==> src/sv/sfss_pkg.sv <==
// Shared types, constants and channel maps for the staggered fan start sequencer.
`timescale 1ns / 1ps

package sfss_pkg;

  localparam int NumUnits = 4;

  localparam logic [6:0] FullDuty = 7'd100;
  localparam logic [15:0] DefaultDelay = 16'd500;

  localparam logic [2:0] PhaseUnit4 = 3'd0;
  localparam logic [2:0] PhaseUnit3 = 3'd1;
  localparam logic [2:0] PhaseUnit2 = 3'd2;
  localparam logic [2:0] PhaseUnit1 = 3'd3;
  localparam logic [2:0] PhaseDone  = 3'd4;

  localparam logic CfgFourWireMask = 1'b0;
  localparam logic CfgStaggerDelay = 1'b1;

  typedef enum logic [2:0] {
    KindSetUnit = 3'd0,
    KindSetAll  = 3'd1,
    KindAllOn   = 3'd2,
    KindAllOff  = 3'd3,
    KindPoll    = 3'd4,
    KindRead    = 3'd5
  } kind_e;

  typedef struct packed {
    logic [2:0]  kind;
    logic [2:0]  unit;
    logic [7:0]  duty_req;
    logic [31:0] now_ms;
  } req_t;

  typedef struct packed {
    logic [NumUnits-1:0][6:0] power;
    logic [NumUnits-1:0][6:0] ctrl;
    logic [2:0]               phase;
    logic [31:0]              last_ms;
  } fan_state_t;

  // power channel driven by unit index (unit - 1)
  function automatic logic [1:0] pwr_chan(input logic [1:0] idx);
    logic [1:0] ch;
    unique case (idx)
      2'd0: ch = 2'd1;
      2'd1: ch = 2'd0;
      2'd2: ch = 2'd3;
      2'd3: ch = 2'd2;
    endcase
    return ch;
  endfunction

  // control channel driven by unit index (unit - 1)
  function automatic logic [1:0] ctl_chan(input logic [1:0] idx);
    logic [1:0] ch;
    unique case (idx)
      2'd0: ch = 2'd0;
      2'd1: ch = 2'd3;
      2'd2: ch = 2'd2;
      2'd3: ch = 2'd1;
    endcase
    return ch;
  endfunction

endpackage

==> src/sv/staggered_fan_start_sequencer.sv <==
// Top level: staggered start and duty control for four fan units.
// Path: input register (req_q), update logic, then state and result register (state_q, rd_q).
// Throughput: one request per cycle while the result stage does not stall.
// The result stage stalls on out_ready_i; the input register then holds one request more.
// Reset (async, active low): all duties 0, phase 0, last activation 0,
// four_wire_mask 0, stagger delay 500 ms; no clearing pass.
`timescale 1ns / 1ps

module staggered_fan_start_sequencer import sfss_pkg::*; (
  input  logic        clk_i,
  input  logic        rst_ni,
  input  logic        cfg_we_i,
  input  logic        cfg_idx_i,
  input  logic [15:0] cfg_wdata_i,
  input  logic        in_valid_i,
  output logic        in_ready_o,
  input  logic [2:0]  kind_i,
  input  logic [2:0]  unit_i,
  input  logic [7:0]  duty_req_i,
  input  logic [31:0] now_ms_i,
  output logic        out_valid_o,
  input  logic        out_ready_i,
  output logic [6:0]  power_duty_ch1_o,
  output logic [6:0]  power_duty_ch2_o,
  output logic [6:0]  power_duty_ch3_o,
  output logic [6:0]  power_duty_ch4_o,
  output logic [6:0]  ctrl_raw_ch1_o,
  output logic [6:0]  ctrl_raw_ch2_o,
  output logic [6:0]  ctrl_raw_ch3_o,
  output logic [6:0]  ctrl_raw_ch4_o,
  output logic [6:0]  read_duty_o,
  output logic [2:0]  seq_phase_o
);

  logic [NumUnits-1:0] mask_q;
  logic [15:0]         delay_q;
  req_t                req_q;
  logic                req_valid_q;
  fan_state_t          state_q, state_d;
  logic [6:0]          rd_q, rd_d;
  logic                out_valid_q;
  logic                adv;

  // result stage advances when the output slot is free or being emptied
  assign adv        = req_valid_q && (!out_valid_q || out_ready_i);
  assign in_ready_o = !req_valid_q || adv;

  always_ff @(posedge clk_i or negedge rst_ni) begin
    if (!rst_ni) begin
      mask_q  <= '0;
      delay_q <= DefaultDelay;
    end else if (cfg_we_i) begin
      unique case (cfg_idx_i)
        CfgFourWireMask: mask_q  <= cfg_wdata_i[NumUnits-1:0];
        CfgStaggerDelay: delay_q <= cfg_wdata_i;
      endcase
    end
  end

  always_ff @(posedge clk_i or negedge rst_ni) begin
    if (!rst_ni) begin
      req_valid_q <= 1'b0;
    end else if (in_ready_o) begin
      req_valid_q <= in_valid_i;
    end
  end

  always_ff @(posedge clk_i) begin
    if (in_ready_o && in_valid_i) begin
      req_q <= '{kind: kind_i, unit: unit_i, duty_req: duty_req_i, now_ms: now_ms_i};
    end
  end

  sfss_update u_update (
    .st_i             (state_q),
    .req_i            (req_q),
    .four_wire_mask_i (mask_q),
    .stagger_delay_i  (delay_q),
    .st_o             (state_d),
    .read_duty_o      (rd_d)
  );

  always_ff @(posedge clk_i or negedge rst_ni) begin
    if (!rst_ni) begin
      state_q     <= '0;
      out_valid_q <= 1'b0;
    end else begin
      if (adv) begin
        state_q <= state_d;
      end
      if (adv) begin
        out_valid_q <= 1'b1;
      end else if (out_ready_i) begin
        out_valid_q <= 1'b0;
      end
    end
  end

  always_ff @(posedge clk_i) begin
    if (adv) begin
      rd_q <= rd_d;
    end
  end

  // state only moves with a new result, so it doubles as the output payload
  assign out_valid_o      = out_valid_q;
  assign power_duty_ch1_o = state_q.power[0];
  assign power_duty_ch2_o = state_q.power[1];
  assign power_duty_ch3_o = state_q.power[2];
  assign power_duty_ch4_o = state_q.power[3];
  assign ctrl_raw_ch1_o   = state_q.ctrl[0];
  assign ctrl_raw_ch2_o   = state_q.ctrl[1];
  assign ctrl_raw_ch3_o   = state_q.ctrl[2];
  assign ctrl_raw_ch4_o   = state_q.ctrl[3];
  assign read_duty_o      = rd_q;
  assign seq_phase_o      = state_q.phase;

`ifndef SYNTHESIS
  a_phase_range: assert property (@(posedge clk_i) disable iff (!rst_ni)
    state_q.phase <= PhaseDone)
    else $error("sequence phase out of range");

  a_duty_range: assert property (@(posedge clk_i) disable iff (!rst_ni)
    (state_q.power[0] <= FullDuty) && (state_q.power[1] <= FullDuty) &&
    (state_q.power[2] <= FullDuty) && (state_q.power[3] <= FullDuty) &&
    (state_q.ctrl[0] <= FullDuty) && (state_q.ctrl[1] <= FullDuty) &&
    (state_q.ctrl[2] <= FullDuty) && (state_q.ctrl[3] <= FullDuty))
    else $error("duty above full scale");

  a_state_holds: assert property (@(posedge clk_i) disable iff (!rst_ni)
    !adv |=> $stable(state_q))
    else $error("state changed without a request");

  a_stall_keeps_req: assert property (@(posedge clk_i) disable iff (!rst_ni)
    req_valid_q && out_valid_q && !out_ready_i |=> req_valid_q && $stable(req_q))
    else $error("pending request lost during stall");
`endif

endmodule

==> src/sv/sfss_update.sv <==
// Next-state and read logic for one fan request.
`timescale 1ns / 1ps

module sfss_update import sfss_pkg::*; (
  input  fan_state_t          st_i,
  input  req_t                req_i,
  input  logic [NumUnits-1:0] four_wire_mask_i,
  input  logic [15:0]         stagger_delay_i,
  output fan_state_t          st_o,
  output logic [6:0]          read_duty_o
);

  logic [NumUnits-1:0] en;
  logic [6:0]          duty;
  logic [6:0]          sat;
  logic                unit_ok;
  logic [1:0]          uidx;
  logic                gap_ok;

  assign sat     = (req_i.duty_req > 8'(FullDuty)) ? FullDuty : req_i.duty_req[6:0];
  assign unit_ok = (req_i.unit >= 3'd1) && (req_i.unit <= 3'(NumUnits));
  assign uidx    = 2'(req_i.unit - 3'd1);
  assign gap_ok  = (req_i.now_ms - st_i.last_ms) >= {16'd0, stagger_delay_i};

  always_comb begin
    st_o        = st_i;
    en          = '0;
    duty        = '0;
    read_duty_o = '0;
    unique case (kind_e'(req_i.kind))
      KindSetUnit: begin
        duty = sat;
        if (unit_ok) begin
          en[uidx] = 1'b1;
        end
      end
      KindSetAll: begin
        duty = sat;
        en   = '1;
      end
      KindAllOn: begin
        duty = FullDuty;
        en   = '1;
      end
      KindAllOff: begin
        duty         = '0;
        en           = '1;
        st_o.phase   = PhaseUnit4;
        st_o.last_ms = '0;
      end
      KindPoll: begin
        duty = FullDuty;
        priority if (st_i.phase == PhaseUnit4) begin
          en[3]        = 1'b1;
          st_o.last_ms = req_i.now_ms;
          st_o.phase   = PhaseUnit3;
        end else if (st_i.phase == PhaseUnit3) begin
          if (gap_ok) begin
            en[2]        = 1'b1;
            st_o.last_ms = req_i.now_ms;
            st_o.phase   = PhaseUnit2;
          end
        end else if (st_i.phase == PhaseUnit2) begin
          if (gap_ok) begin
            en[1]        = 1'b1;
            st_o.last_ms = req_i.now_ms;
            st_o.phase   = PhaseUnit1;
          end
        end else if (st_i.phase == PhaseUnit1) begin
          // last unit leaves the activation time alone
          if (gap_ok) begin
            en[0]      = 1'b1;
            st_o.phase = PhaseDone;
          end
        end else if (st_i.phase == PhaseDone) begin
          st_o.phase = PhaseDone;
        end else begin
          st_o.phase = PhaseUnit4;
        end
      end
      KindRead: begin
        if (unit_ok) begin
          read_duty_o = st_i.power[pwr_chan(uidx)];
        end
      end
      default: begin
        st_o = st_i;
      end
    endcase

    for (int i = 0; i < NumUnits; i++) begin
      if (en[i]) begin
        if (!four_wire_mask_i[i]) begin
          st_o.power[pwr_chan(2'(i))] = duty;
        end else begin
          st_o.power[pwr_chan(2'(i))] = FullDuty;
          st_o.ctrl[ctl_chan(2'(i))]  = FullDuty - duty;
        end
      end
    end
  end

endmodule
==> config.mk <==
export PLATFORM = sky130hd
export DESIGN_NAME = staggered_fan_start_sequencer
export DESIGN_NICKNAME = d
export VERILOG_FILES = /design/src/sv/sfss_pkg.sv /design/src/sv/staggered_fan_start_sequencer.sv /design/src/sv/sfss_update.sv
export SDC_FILE = /design/constraint.sdc
export NUM_CORES = 1
export LEC_CHECK = 0
export BUFFER_PORTS_ARGS = -buffer_cell sky130_fd_sc_hd__buf_2
export CAP_MARGIN = 40
export CORE_MARGIN = 3
export CORE_UTILIZATION = 55
export CTS_BUF_LIST = sky130_fd_sc_hd__clkbuf_16
export CTS_CLUSTER_SIZE = 16
export DETAILED_ROUTE_END_ITERATION = 8
export PLACE_DENSITY = 0.76
export REMOVE_ABC_BUFFERS = 1
export SYNTH_ARGS = -nofsm -noshare
export SYNTH_HDL_FRONTEND = slang
export SYNTH_HIERARCHICAL = 1
export SYNTH_SLANG_ARGS = --single-unit
==> constraint.sdc <==
create_clock -name clk_i -period 7.2 [get_ports clk_i]
set_input_delay 1.44 -clock clk_i [delete_from_list [all_inputs] [get_ports clk_i]]
set_output_delay 1.44 -clock clk_i [all_outputs]
set_load 0.05 [all_outputs]
Yosys cells after proc, flatten, opt, wreduce, memory -nomap -nowiden
Cells that the tools add are included.
W data, S select, Z words.
{ "word_totals": {"mem_bits_rw": 0, "elab_cells": 215, "input_bits": 68, "regBits": 166, "n_memories": 0, "out_inout_bits": 68, "romBits": 0, "latchBits": 0} }
{ "op_classes": {"n_shift": 0, "bitwise_logic": 13, "n_addsub": 3, "n_lt_le_gt_ge": 31, "n_reduce_logical": 33, "div": 0, "eq_ne": 17, "n_mul": 0, "n_mux": 99} }
{ "op_table": {"columns": ["cell", "count"], "rows": [
  ["$bwmux W28", 8],
  ["$mux W28", 8],
  ["$mux W56", 4],
  ["$demux W7 S2", 12],
  ["$mux W35", 4],
  ["$mux W7", 14],
  ["$pmux W35 S2", 1],
  ["$and A16 B16 Y16", 4],
  ["$not A16 Y16", 4],
  ["$mux W2", 27],
  ["$or A12 B12 Y12", 4],
  ["$lt A2 B3 Y1 const B", 14],
  ["$ge A32 B16 Y1", 1],
  ["$mux W32", 1],
  ["$sub A32 B32 Y32", 1],
  ["$ge A2 B1 Y1 const B", 13],
  ["$logic_and A1 B1 Y1", 16],
  ["$mux W3", 5],
  ["$bmux W7 S2", 1],
  ["$pmux W7 S2", 1],
  ["$eq A3 B2 Y1 const B", 4],
  ["$ne A4 B2 Y1 const B", 3],
  ["$pmux W4 S3", 1],
  ["$eq A3 B3 Y1 const B", 3],
  ["25 further kinds", 42]
]} }

Depth between registers and ports, before layout
Gate-level depths: netlist (run 1).
{ "depth": {"ltp_word": 26, "depth_mapped": 24, "ltp_nobuf": 23} }

Modules after synthesis
Netlist (run 1), hierarchy kept.
{ "by_module_without_submodules": {"columns": ["module", "area_per_inst_um2", "n_inst", "cells_per_inst", "seq_area_each_um2"], "rows": [
  ["staggered_fan_start_sequencer", 6666.4, 1, 356, 4426.7],
  ["sfss_update", 4433.0, 1, 643, 0.0]
]} }

Worst setup path before layout (run 1)
Ideal clock, no wire load.
{ "synth_path": {"kind": "register to register", "startpoint": "register state_q[0] in the netlist's numbering", "endpoint": "register state_q, in the netlist ctrl_raw_ch4_o[6]", "t_arrival_ns": 5.363, "setup_time_ns": 0.128, "path_stages_with_launch": 24, "setup_slack_ns": 1.709, "period_less_slack_ns": 5.491, "n_path_buf": 1, "required_time_ns": 7.072, "cell_sequence": "dfrtp_1 > ha_1 > fa_1 > nand2b_1 > a21o_1 > a32o_1 > o21ai_0 > a21o_1 > a21oi_1 > xnor2_1 > ha_1 > a21o_1 > a21oi_1 > o221ai_1 > or4_1 > a2111oi_0 > o2111a_1 > nand4_1 > o31ai_2 > o22a_2 > nand2b_1 > buf_4 > mux2_1 > mux2_1"} }
{ "synth_rtl": {"columns": ["item", "line", "rtl"], "rows": [
  ["start, declared", "staggered_fan_start_sequencer.sv:39", "fan_state_t state_q, state_d;"],
  ["start signal, assigned", "staggered_fan_start_sequencer.sv:89", "state_q <= state_d;"]
]} }

==> results_dict.tcl, run 1 <==
set metrics [dict create \
    async_flop_share_pct 68.07 \
    tightest_slew_ns 0.8855 \
    drt_pre_antenna_iters 5 \
    final_max_slew_viol_count 0 \
    ir_drop_v 0.0001981 \
    slew_headroom_pct 40.57 \
    rr_worst_depth 22 \
    synth_top_area_cell "dfrtp_1" \
    end_kind "flop" \
    syn_inst 999 \
    grt_pass1_wl_um 39720 \
    drt_iter0_markers 527 \
    wl_um 24540 \
    ys_top_cells_by_area "dfrtp_1, edfxtp_1, mux2_4" \
    synth_edf_count 53 \
    synth.avg_cell_area_um2 11.11 \
    io_pins 136 \
    dpl-instance-area_mm2 0.01140 \
    path_class "reg2reg" \
    netlist_area_mm2 0.01110 \
    status "completed" \
    start_util_pct 56.47 \
    vias 7836 \
    numCtsBuffers 17 \
    die_width_um 148.1 \
    cts_setup_buffers 0 \
    nFillCells 1603 \
    yosysWarningCount 6 \
    tns_ns 0 \
    cts_tree "done" \
    synth-seq-area-share_pct 39.88 \
    timing.rr.end "ctrl_raw_ch4_o[6]$_DFFE_PN0P_" \
    syn2layout_area_growth_pct 8.274 \
    fmax_mhz 152.5 \
    cap_violations 0 \
    dieArea_mm2 0.02192 \
    clock_path_buffers 2 \
    rsz0062_at_grt "no" \
    portBuffers 135 \
    finClkSkew_ns 0.009830 \
    overflow 0 \
    routed_via_density 5.878 \
    arrival_ns 6.88 \
    grt_pass1_vias 7702 \
    die_h_um 148.1 \
    clk-insertion-delay-late_ns 0.44 \
    worst_setup_path_start_kind "flop" \
    min_path_type "reg2reg" \
    antenna_found_initial 0 \
    ys_seq_elements 166 \
    cp_max_fo 15 \
    ys.flop_type "dfrtp_1" \
    routedWlPerCell_um 18.41 \
    cellLeakagePower_nw 5.518 \
    clockRootBuffer "clkbuf_16" \
    r2r_start "state_q[0]$_DFFE_PN0P_" \
    crit_end "ctrl_raw_ch4_o[6]$_DFFE_PN0P_" \
    final_area_mm2 0.01202 \
    final-setup-viol-count 0 \
    rows 51 \
    design.core.area_mm2 0.01965 \
    antenna_left 0 \
    power_density_mw_per_mm2 389.0 \
    htree_levels 4 \
    dp_hpwl_um 17960 \
    synth_cell_types 74 \
    p_total_mw 4.675 \
    r2r_slack_ns 0.64 \
    insertedDiodeCount 0 \
    grtUsageTotal_pct 22.45 \
    hold_viol 0 \
    gp_congestion 0.9265 \
    nets 1178 \
    crit_required_ns 7.52 \
    cts.sinks 166 \
    fin_crit_sh_pct 91.09 \
    clkTransAtPathRegs_ns 0.07 \
    drive_above_1_share_pct 28.37 \
    setup_ws_ns 0.6416 \
    crit_path_start "state_q[0]$_DFFE_PN0P_" \
    drc 0 \
    holdBufCountCts 0 \
    cts_resized 0 \
    grt_start_max_net_pins 61 \
    preCtsSetupSlack_ns 0.7662 \
    min_period_ns 6.558 \
    synth_top_area_share_pct 24.12 \
]
==> worst max-delay path, stage by stage, from the launching register on <==
cell,delay (ns)
dfrtp_1,0.40
ha_1,0.23
fa_1,0.40
nand2b_1,0.19
a21o_1,0.19
a32o_1,0.31
o21ai_0,0.30
a21o_1,0.17
a21oi_1,0.07
xnor2_1,0.14
ha_1,0.19
a21o_1,0.18
a21oi_1,0.17
o221ai_1,0.13
or4_1,0.51
a2111oi_0,0.41
o2111a_1,0.24
nand4_1,0.25
o31ai_2,0.49
o22a_2,0.41
nand2b_1,0.44
mux2_1,0.36
mux2_1,0.29
==> metrics by stage <==
stage	instances	util, %	hold slack [ns]
3_3_place_gp	1298	57.74	0.4763
3_5_place_dp	1301	58.02	0.4873
5_1_grt	1333	61.15	0.5321
6_report	1333	61.15	0.4966
2_1_floorplan	894	-	0.4643
4_1_cts	1333	61.15	0.5038
==> cell usage after synthesis, types with 8 or more instances <==
cell type / instances
nand4_1: 15
buf_2: 10
nor2_1: 36
a21o_1: 18
mux2_2: 18
o31ai_1: 15
inv_1: 72
nor2b_1: 12
nand2_1: 62
nand2b_1: 13
nand3_1: 9
xnor2_1: 13
o211ai_1: 9
nor3_1: 16
xor2_1: 12
edfxtp_1: 53
clkbuf_1: 18
a21oi_1: 60
nor4_1: 8
a31oi_1: 12
buf_4: 62
mux2_4: 86
buf_12: 8
dfrtp_1: 107
ha_1: 54
o21a_1: 11
mux2_1: 39
a22o_1: 32
o21ai_0: 23
==> registers in the layout, indices dropped and copies added, names as in the netlist, 7 cells and up <==
| name | count |
|---|---|
| ctrl_raw_ch1_o | 7 |
| ctrl_raw_ch2_o | 7 |
| ctrl_raw_ch3_o | 7 |
| ctrl_raw_ch4_o | 7 |
| delay_q | 16 |
| power_duty_ch1_o | 7 |
| power_duty_ch2_o | 7 |
| power_duty_ch3_o | 7 |
| power_duty_ch4_o | 7 |
| read_duty_o | 7 |
| req_q | 46 |
| state_q | 32 |
==> how the worst min path moves through the flow <==
stage                     cells past startpoint                       to                    start  slack [ns]
after floorplan                               1  delay_q[14]$_DFFE_PN0P_  delay_q[14]$_DFFE_PN0P_        0.46
after global placement                        1   delay_q[1]$_DFFE_PN0P_   delay_q[1]$_DFFE_PN0P_        0.48
after detailed placement                      1  delay_q[15]$_DFFE_PN0P_  delay_q[15]$_DFFE_PN0P_        0.49
after CTS                                     1  delay_q[15]$_DFFE_PN0P_  delay_q[15]$_DFFE_PN0P_        0.50
after global routing                          1  delay_q[15]$_DFFE_PN0P_  delay_q[15]$_DFFE_PN0P_        0.53
final                                         1   delay_q[1]$_DFFE_PN0P_   delay_q[1]$_DFFE_PN0P_        0.50
==> cell usage in the layout (no fill, tap or decap), types with 7 or more instances in the layout <==
master     Yosys  final
nor2_1        36     36
o211ai_1       9      9
nand3_1        9      9
a21oi_1       60     59
a21o_1        18     18
o31ai_1       15     15
nor4_1         8      8
a22o_1        32     32
mux2_1        39     39
edfxtp_1      53     53
buf_2         10    134
ha_1          54     54
nand2_1       62     62
o21a_1        11     11
o21ai_0       23     23
nand2b_1      13     13
xnor2_1       13     13
mux2_2        18     18
clkbuf_16      0     19
a31oi_1       12     12
xor2_1        12     12
nand4_1       15     15
nor2b_1       12     12
mux2_4        86     86
dfrtp_1      107    107
mux4_2         7      7
nor3_1        16     16
inv_1         72     72
==> where the power goes <==
| part | internal [mW] | total, mW | leakage [nW] | switching (mW) |
|---|---|---|---|---|
| Combinational | 0.948 | 2.32 | 3.29 | 1.38 |
| Clock | 0.506 | 0.945 | 0.305 | 0.439 |
| Sequential | 1.20 | 1.41 | 1.93 | 0.208 |
==> per-layer routing <==
metal	global-route usage, %	vias to the layer above	share of wire (%)
met5	0	-	0
met3	3.839	37	5.5
li1	-	3701	-
met2	38.16	278	50
met4	7.806	0	2.1
met1	29.22	3820	43
==> cell families after synthesis <==
| family | count (synthesis) | synth area share, % |
|---|---|---|
| adders and majority gates | 55 | 6.268 |
| buffers and inverters | 177 | 9.672 |
| xor gates and xnor gates | 25 | 1.973 |
| muxes | 152 | 19.02 |
| and+or+nand+nor | 198 | 8.906 |
| AOI/OAI and AO/OA | 226 | 14.28 |
| DFF | 166 | 39.88 |
==> area by class of cell <==
| type | count | area [um2] | share of cell area (%) |
|---|---|---|---|
| Clock buffer | 19 | 475.5 | 3.956 |
| Clock inverter | 13 | 138.9 | 1.156 |
| Inverter | 72 | 270.3 | 2.249 |
| Multi-Input combinational cell | 656 | 5612 | 46.69 |
| Sequential cell | 166 | 4427 | 36.83 |
| Tap cell | 265 | 331.6 | 2.759 |
| Timing Repair Buffer | 142 | 763.2 | 6.351 |
Note: power is estimated with default switching activity, not from simulation.
==> run 2, diff against run 1 <==
--- a/config.mk
+++ b/config.mk
@@ -5,14 +5,14 @@
 export SDC_FILE = /design/constraint.sdc
 export NUM_CORES = 1
 export LEC_CHECK = 0
-export BUFFER_PORTS_ARGS = -buffer_cell sky130_fd_sc_hd__buf_2
 export CAP_MARGIN = 40
 export CORE_MARGIN = 3
 export CORE_UTILIZATION = 55
-export CTS_BUF_LIST = sky130_fd_sc_hd__clkbuf_16
+export CTS_BUF_LIST = sky130_fd_sc_hd__clkbuf_4
 export CTS_CLUSTER_SIZE = 16
 export DETAILED_ROUTE_END_ITERATION = 8
-export PLACE_DENSITY = 0.76
+export DONT_BUFFER_PORTS = 1
+export PLACE_DENSITY = 0.7
 export REMOVE_ABC_BUFFERS = 1
 export SYNTH_ARGS = -nofsm -noshare
 export SYNTH_HDL_FRONTEND = slang
==> results_dict.tcl, run 2 (synthesis results as in run 1) <==
set metrics [dict create \
    drc 0 \
    hold_slack_ns 0.5184 \
    tightest_slew_ns 0.9399 \
    drt_iter0_markers 437 \
    rr_worst_depth 23 \
    fmax_mhz 153.9 \
    overflow 0 \
    slowest_stage "or4_1" \
    cap_violations 0 \
    path_class "reg2reg" \
    tns_ns 0 \
    dp_hpwl_um 17880 \
    path_buf_inv 1 \
    die_width_um 148.1 \
    r2r_slack_ns 0.70 \
    cts.sinks 166 \
    largest_reg_flops 46 \
    drt_pre_antenna_iters 8 \
    syn2layout_area_growth_pct -0.2702 \
    final_cell_mix "dfrtp_1, mux2_4, inv_1, nand2_1, a21oi_1" \
    worst_setup_path_start_kind "flop" \
    critPathMaxStageDelay_ns 0.54 \
    dieArea_mm2 0.02192 \
    grtUsageTotal_pct 22.09 \
    cts_resized 0 \
    final_common_cell "dfrtp_1" \
    critical_path_depth 23 \
    final_max_slew_viol_count 0 \
    gp_congestion 0.9651 \
    start_util_pct 56.47 \
    numCtsBuffers 17 \
    io_pins 136 \
    end_kind "flop" \
    fin_crit_sh_pct 90.23 \
    design.core.area_mm2 0.01965 \
    clock_path_buffers 2 \
    ir_drop_v 0.0002014 \
    clkTransAtPathRegs_ns 0.16 \
    holdPathStages 1 \
    nFillCells 1690 \
    antenna_left 0 \
    grt_start_max_net_pins 114 \
    clk-insertion-delay-late_ns 0.57 \
    die_h_um 148.1 \
    cp_top_family "compound AO/OA/AOI/OAI gates" \
    portBuffers 0 \
    arrival_ns 6.96 \
    cts_tree "done" \
    min_path_type "reg2reg" \
    drive_above_1_share_pct 18.01 \
    power_density_mw_per_mm2 382.7 \
    wl_um 23960 \
    final-setup-viol-count 0 \
    min_period_ns 6.496 \
    status "completed" \
    finClkSkew_ns 0.03179 \
    antenna_found_initial 4 \
    vias 7308 \
    rows 51 \
    crit_required_ns 7.66 \
    clockRootBuffer "clkbuf_4" \
    grt_pass1_wl_um 38940 \
    holdBufCountCts 0 \
    cts_setup_buffers 0 \
    routed_via_density 6.080 \
    largest_registers "req_q (46), state_q (32), delay_q (16)" \
    cp_max_fo 15 \
    slew_headroom_pct 37.15 \
    hold_viol 0 \
    nets 1043 \
    regMostFlops "req_q" \
    cellLeakagePower_nw 4.816 \
    htree_levels 4 \
    path_cells "inv_1, ha_1, o211ai_1, a21o_1, nand2_1, nor2_1, o41ai_1, a21o_1, a21oi_1, xnor2_1, ha_1, a21oi_1, o21a_1, o22ai_1, or4_1, a2111oi_0, o2111a_1, nand4_1, o31ai_2, o22a_2, nand2b_1, mux2_1, mux2_4" \
    p_total_mw 4.236 \
    grt_pass1_vias 7311 \
    rsz0062_at_grt "no" \
    routedWlPerCell_um 19.93 \
    final_area_mm2 0.01107 \
    dpl-instance-area_mm2 0.01073 \
]
run 2: final cells by class:
type,instances,area (um2),area share (%)
clock buffers,17,127.6,1.153
diodes,4,10.01,0.09043
repair buffers,7,85.08,0.7686
flip-flops and latches,166,4427,39.99
well taps,265,331.6,2.995
inverters,72,270.3,2.441
multi-input cells,656,5612,50.69
clock inverters,15,206.4,1.865
run 2: worst paths after layout:
path                                        start                            end
max                        state_q[4]$_DFFE_PN0P_  ctrl_raw_ch4_o[3]$_DFFE_PN0P_
min                        delay_q[1]$_DFFE_PN0P_         delay_q[1]$_DFFE_PN0P_
max reg2reg                state_q[4]$_DFFE_PN0P_  ctrl_raw_ch4_o[3]$_DFFE_PN0P_
min reg2reg                delay_q[1]$_DFFE_PN0P_         delay_q[1]$_DFFE_PN0P_
max in group asynchronous                  rst_ni         delay_q[2]$_DFFE_PN1P_
min in group asynchronous                  rst_ni        delay_q[11]$_DFFE_PN0P_
run 2: where the power goes:
group          total, mW  internal, mW  leakage (nW)  switching, mW
clock network      0.624         0.257         0.179          0.367
registers           1.78          1.19          1.93          0.590
logic               1.83         0.871          2.71          0.962
run 2: per-layer routing:
layer | GRT usage [%] | vias up | wire length [um] | part of all wire [%]
met5 | 0 | - | 0 | 0
met3 | 5.454 | 46 | 1476 | 6.2
met4 | 7.945 | 0 | 590 | 2.5
met1 | 28.90 | 3588 | 10340 | 43
li1 | - | 3427 | - | -
met2 | 35.97 | 247 | 11550 | 48
run 2: through the flow:
step	setup slack (ns)	utilization [%]	instances
floorplan	1.526	-	894
global placement	1.004	54.25	1162
detailed placement	0.8096	54.57	1166
CTS	0.7740	56.27	1198
global route	0.2952	56.32	1202
finish	0.7035	56.32	1202
run 2: worst reg2reg max path, delay by kind of cell (launching register included):
family,cells,cell delay (ns)
AND/OR/NAND/NOR,5,1.37
buffers and inverters,1,0.06
adder cells (fa/ha/maj),2,0.67
flip-flops,1,0.40
AO/OA/AOI/OAI,12,2.98
multiplexers,2,0.63
XOR/XNOR,1,0.27
